--- src/sv/dwq_pkg.sv ---
// ----------------------------------------------------------------------------
// dwq_pkg: shared types and constants for the deferred work queue
// Command codes, importance levels, stream field layout, controller states
// and the command/status bundles between controller and datapath.
// ----------------------------------------------------------------------------
package dwq_pkg;

  localparam int unsigned MODE_W = 3;
  localparam int unsigned SLOT_W = 6;
  localparam int unsigned IMP_W  = 2;
  localparam int unsigned WORD_W = 64;

  // slave-side tdata layout
  localparam int unsigned IN_DATA_W    = 144;
  localparam int unsigned IN_SLOT_LSB  = 0;
  localparam int unsigned IN_IMP_LSB   = 6;
  localparam int unsigned IN_A_LSB     = 8;
  localparam int unsigned IN_B_LSB     = 72;
  localparam int unsigned IN_LOCAL_BIT = 136;

  // master-side tdata layout
  localparam int unsigned OUT_DATA_W    = 144;
  localparam int unsigned OUT_ACC_BIT   = 0;
  localparam int unsigned OUT_EMPTY_BIT = 1;
  localparam int unsigned OUT_SLOT_LSB  = 2;
  localparam int unsigned OUT_A_LSB     = 8;
  localparam int unsigned OUT_B_LSB     = 72;
  localparam int unsigned OUT_DISP_BIT  = 136;

  typedef enum logic [MODE_W-1:0] {
    MODE_INIT    = 3'd0,
    MODE_SET_IMP = 3'd1,
    MODE_INSERT  = 3'd2,
    MODE_REMOVE  = 3'd3,
    MODE_POP     = 3'd4
  } mode_t;

  typedef logic [IMP_W-1:0] imp_t;
  localparam imp_t IMP_LOW    = 2'd0;
  localparam imp_t IMP_MEDIUM = 2'd1;
  localparam imp_t IMP_HIGH   = 2'd2;

  typedef enum logic [2:0] {
    ST_CLEAR,
    ST_IDLE,
    ST_LOOK,
    ST_EXEC,
    ST_LINK,
    ST_WALK,
    ST_WALK_CHK,
    ST_DONE
  } state_t;

  typedef struct packed {
    logic clear;
    logic capture;
    logic look;
    logic exec;
    logic link;
    logic walk_rd;
    logic walk_chk;
    logic load_out;
  } cmd_t;

  typedef struct packed {
    logic clear_last;
    logic need_link;
    logic need_walk;
    logic walk_done;
    logic out_free;
  } status_t;

endpackage

--- src/sv/dwq_ctrl.sv ---
// ----------------------------------------------------------------------------
// dwq_ctrl: sequencer of the deferred work queue
// Steps each item through lookup, execute, optional tail link or list walk,
// and result hand-off; runs the slot table clearing pass after reset.
// ----------------------------------------------------------------------------
module dwq_ctrl (
  input  logic             clk,
  input  logic             rst,
  input  logic             s_tvalid,
  output logic             s_tready,
  input  dwq_pkg::status_t status,
  output dwq_pkg::cmd_t    cmd
);
  import dwq_pkg::*;

  state_t state, state_next;

  always_ff @(posedge clk) begin
    if (rst) begin
      state <= ST_CLEAR;
    end else begin
      state <= state_next;
    end
  end

  always_comb begin
    state_next = state;
    case (state)
      ST_CLEAR:    if (status.clear_last) state_next = ST_IDLE;
      ST_IDLE:     if (s_tvalid) state_next = ST_LOOK;
      ST_LOOK:     state_next = ST_EXEC;
      ST_EXEC: begin
        if (status.need_link) begin
          state_next = ST_LINK;
        end else if (status.need_walk) begin
          state_next = ST_WALK;
        end else begin
          state_next = ST_DONE;
        end
      end
      ST_LINK:     state_next = ST_DONE;
      ST_WALK:     state_next = ST_WALK_CHK;
      ST_WALK_CHK: state_next = status.walk_done ? ST_DONE : ST_WALK;
      ST_DONE:     if (status.out_free) state_next = ST_IDLE;
      default:     state_next = ST_CLEAR;
    endcase
  end

  always_comb begin
    cmd          = '0;
    s_tready     = 1'b0;
    case (state)
      ST_CLEAR:    cmd.clear = 1'b1;
      ST_IDLE: begin
        s_tready    = 1'b1;
        cmd.capture = s_tvalid;
      end
      ST_LOOK:     cmd.look = 1'b1;
      ST_EXEC:     cmd.exec = 1'b1;
      ST_LINK:     cmd.link = 1'b1;
      ST_WALK:     cmd.walk_rd = 1'b1;
      ST_WALK_CHK: cmd.walk_chk = 1'b1;
      ST_DONE:     cmd.load_out = status.out_free;
      default:     cmd = '0;
    endcase
  end

endmodule

--- config.mk ---
export PLATFORM = sky130hd
export DESIGN_NAME = dwq_ctrl
export DESIGN_NICKNAME = d
export VERILOG_FILES = /design/src/sv/dwq_pkg.sv /design/src/sv/dwq_ctrl.sv
export SDC_FILE = /design/constraint.sdc
export NUM_CORES = 1
export LEC_CHECK = 0
export BUFFER_PORTS_ARGS = -buffer_cell sky130_fd_sc_hd__buf_2
export CAP_MARGIN = 20
export CORE_AREA = 3 3 40 42
export CTS_CLUSTER_DIAMETER = 40
export DETAILED_ROUTE_END_ITERATION = 10
export DIE_AREA = 0 0 43 45
export PLACE_DENSITY = 0.56
export SETUP_SLACK_MARGIN = 0.4
export SLEW_MARGIN = 20
export SYNTH_ARGS = -nofsm -noshare
export SYNTH_HDL_FRONTEND = slang
export SYNTH_SLANG_ARGS = --single-unit
--- constraint.sdc ---
create_clock -name clk -period 0.9 [get_ports clk]
set_input_delay 0.09 -clock clk [delete_from_list [all_inputs] [get_ports clk]]
set_output_delay 0.09 -clock clk [all_outputs]
set_load 0.01 [all_outputs]
==> metrics.md <==
| Metric | Value |
|---|---|
| Status | finished with violations |
| Failing checks | negative setup slack |
| Routed via count | between 300 and 400 |
| Most numerous cell types in the synthesized netlist | 6 x nor2_1, 4 x nor3_1, 3 x dfxtp_1, 3 x nor3b_1 |
| Distinct cells, synth | 20 |
| Residual DRC count | 0 |
| Layout-stage area growth over the synthesis result | 136% |
| Initial core utilization | between 20 and 25% |
| Number of nets in the synthesized netlist | 42 |
| Worst setup path class | reg2out |
| Worst Path Arrival | 1.04 ns |
| Final worst slack | -0.226 ns |
| Number of input and output port buffers inserted | 16 |
| Ratio of routed vias to standard cells | roughly 4.6 |
| Fraction of the core area covered by cells at the end of the flow | between 40% and 50% |
| Fraction of final layout cells with drive strength greater than 1 | around 83% |
| Worst-case clock skew | roughly 0.0047 ns |
| Category of the worst setup path launch point | flip-flop |
| DRT Pass-1 Iters | 2 |
| Max-capacitance violation count | 0 |
| Fin Hold WS | roughly 0.056 ns |
| # nets final | 75 |
| CTS tree | done |
| ANT cells | 0 |
| Routed WL | 972 um |
| Post-route standard cell area excluding fillers | 618 um2 |
| Fill cells | about 140 |
| Worst min path class | in2reg |
| Chip width | about 43 um |
| Count of warnings emitted by yosys | 0 |
| Leftover overflow at the end of global routing | 0 |
| Final Slew Violations | 0 |
| Primary flip-flop cell chosen by synthesis mapping | dfxtp_1 |
| Initial antenna violation count | 0 |
| Reg-to-Reg Start | state[1]$_SDFFE_PP0P_ |
| Longest Clk Path Bufs | 2 |
| Crit-path cells | buf_6, and3b_1, buf_2 |
| Register name with the most flops | state |
| Delay-heaviest family, CP | flip-flops |
| Launch point of the critical path | state[0]$_SDFFE_PP0P_ |
| Number of flip-flops and latches in the synthesized netlist | 3 |
| Clk sinks | 3 |
| Total Routing Usage GR | about a tenth |
| Cell row count | 13 |
| Routability-driven placement congestion ratio | roughly 0.70 |
| Startpoint of the worst hold path | rst |
| Shortest clock period the worst path allows after layout | approximately 1.1 ns |
| Placeable core area | between 0.001 and 0.0015 mm2 |
| Period utilisation layout | 125% |
| Count of buffering cells on the critical path with inverters included | 2 |
| Routed length per instance | between 10 and 15 um |
| Req. time, crit path | just over 0.8 ns |
| Number of synthesized flops with an enable pin | 0 |
| Ports placed on the boundary | 17 |
| Top cells by area in the synthesized netlist | dfxtp_1 23%, nor2_1 8.6%, nor3b_1 8.6% |
| Placed wire-length estimate after detailed placement | slightly above 600 um |
| Slowest cell on the critical path | dfxtp_4 |
| Top Registers | state (3) |
| Register-to-register path setup slack | -0.22 ns |
| Slew at the pin closest to its max-slew limit | around 0.21 ns |
| Setup Total Neg Slack | -2.09 ns |
| Area of the die | between 0.0015 and 0.002 mm2 |
| Top cell type's share of synthesized area | 23.0% |
| Top cell type by total area after synthesis | dfxtp_1 |
| Unrepaired setup endpoints after global routing | true |
| Total setup violations reported at the end of the flow | 12 |
| DRT iter0 DRCs | 3 |
| Clock Pin Slew Worst Setup and Hold Paths | 0.04 ns |
| Post-Syn Area per Cell | slightly below 8 um2 |
| Number of flip-flops under the largest register name | 3 |
| Critical path capture point type | primary output |
| Delay of the slowest cell on the worst path | between 0.3 and 0.4 ns |
| Worst max-slew margin expressed relative to the limit | between 80% and 90% |
| Total placed instance area | a little over 400 um2 |
| Height of the die | about 45 um |
| Largest net degree at the start of global routing | 7 |
| Post-synthesis sequential area ratio | between 20% and 30% |
| Fraction of registers with async set/reset | 0% |
| Root buffer cell | clkbuf_4 |
| Max IR drop VDD | between 800 and 900 uV |
| Clk Latency, worst-skew pair | between 0.2 and 0.25 ns |
| H-tree depth | 1 |
| Routed Antenna Nets | 0 |
| Global-route wire length before repair | between 1000 and 1500 um |
| Vias in the first global route | 336 |
| Highest net fanout along the worst path | 6 |
| Most common cell in the synthesized netlist | nor2_1 |
| Max Clk Rate | slightly below 0.9 GHz |
| Netlist area before placement | approximately 260 um2 |
| Number of buffers created by CTS | 3 |
| Mapped Cells | 34 |
| Power per Cell Area | between 1000 and 1500 mW/mm2 |
| Leakage | around 0.00029 uW |
| Final Hold Viols | 0 |
## routing by layer
layer / track usage, % / up-vias / wire length, um
li1: - / 188 / -
met1: 10.3 / 171 / 372
met2: 18.9 / 15 / 535
met3: 3.98 / 0 / 65
met4: 1.81 / 0 / 0
met5: 0 / - / 0
## per-stage QoR
stage / setup slack (ns) / instances / power, uW
final: -0.226 / 81 / 814
after floorplan: -0.0446 / 34 / 329
after CTS: -0.226 / 78 / 763
after global routing: -0.279 / 81 / 869
after detailed placement: -0.108 / 70 / 419
after global placement: -0.116 / 70 / 413
## area by class of cell
class                      count  area, um2  share of cell area [%]
tap                           15       18.8                    3.04
sequential                     3       71.3                    11.5
multi-input combinational     28        255                    41.3
timing repair buffer          31        246                    39.9
clock buffer                   4       26.3                    4.25
## layout by cell type (no fill, tap or decap), types with 2 or more instances in the layout
cell type	instances
clkbuf_4	3
buf_2	14
dfxtp_4	3
nor3b_2	2
a21oi_2	2
buf_6	13
nor2_2	2
nor2_4	3
buf_4	4
nor3_2	2
## final timing paths
kind,endpoint,depth (start not counted)
max reg2reg,state[0]$_SDFFE_PP0P_,4
max,cmd[1],3
min,state[2]$_SDFFE_PP0P_,2
min reg2reg,state[1]$_SDFFE_PP0P_,3
## timing repair
item                                    in CTS  in global routing
buffers inserted                             4                  3
hold buffers                                 0                  0
endpoints found under the setup margin      12                 12
pin swaps                                    9                  2
gates resized for setup                     25                  8
## logic make-up after synthesis
kind of cell    after synthesis  synth area share [%]
compound gates                5                  15.8
buf+inv                       3                  12.4
flops                         3                  23.0
mux                           1                  3.83
simple gates                 22                  45.0
## worst register-to-register path: cells and delay by family (launching register included)
| family | cells | cell delay, ns |
|---|---|---|
| AND/OR/NAND/NOR | 2 | 0.38 |
| flip-flops | 1 | 0.36 |
| AO/OA/AOI/OAI | 1 | 0.14 |
| buffers and inverters | 1 | 0.13 |
## where the power goes
group / switching, uW / total, uW / internal [uW]
Clock: 70.6 / 237 / 166
Sequential: 29.8 / 180 / 150
Combinational: 164 / 397 / 233
(Power assumes the default switching activity.)
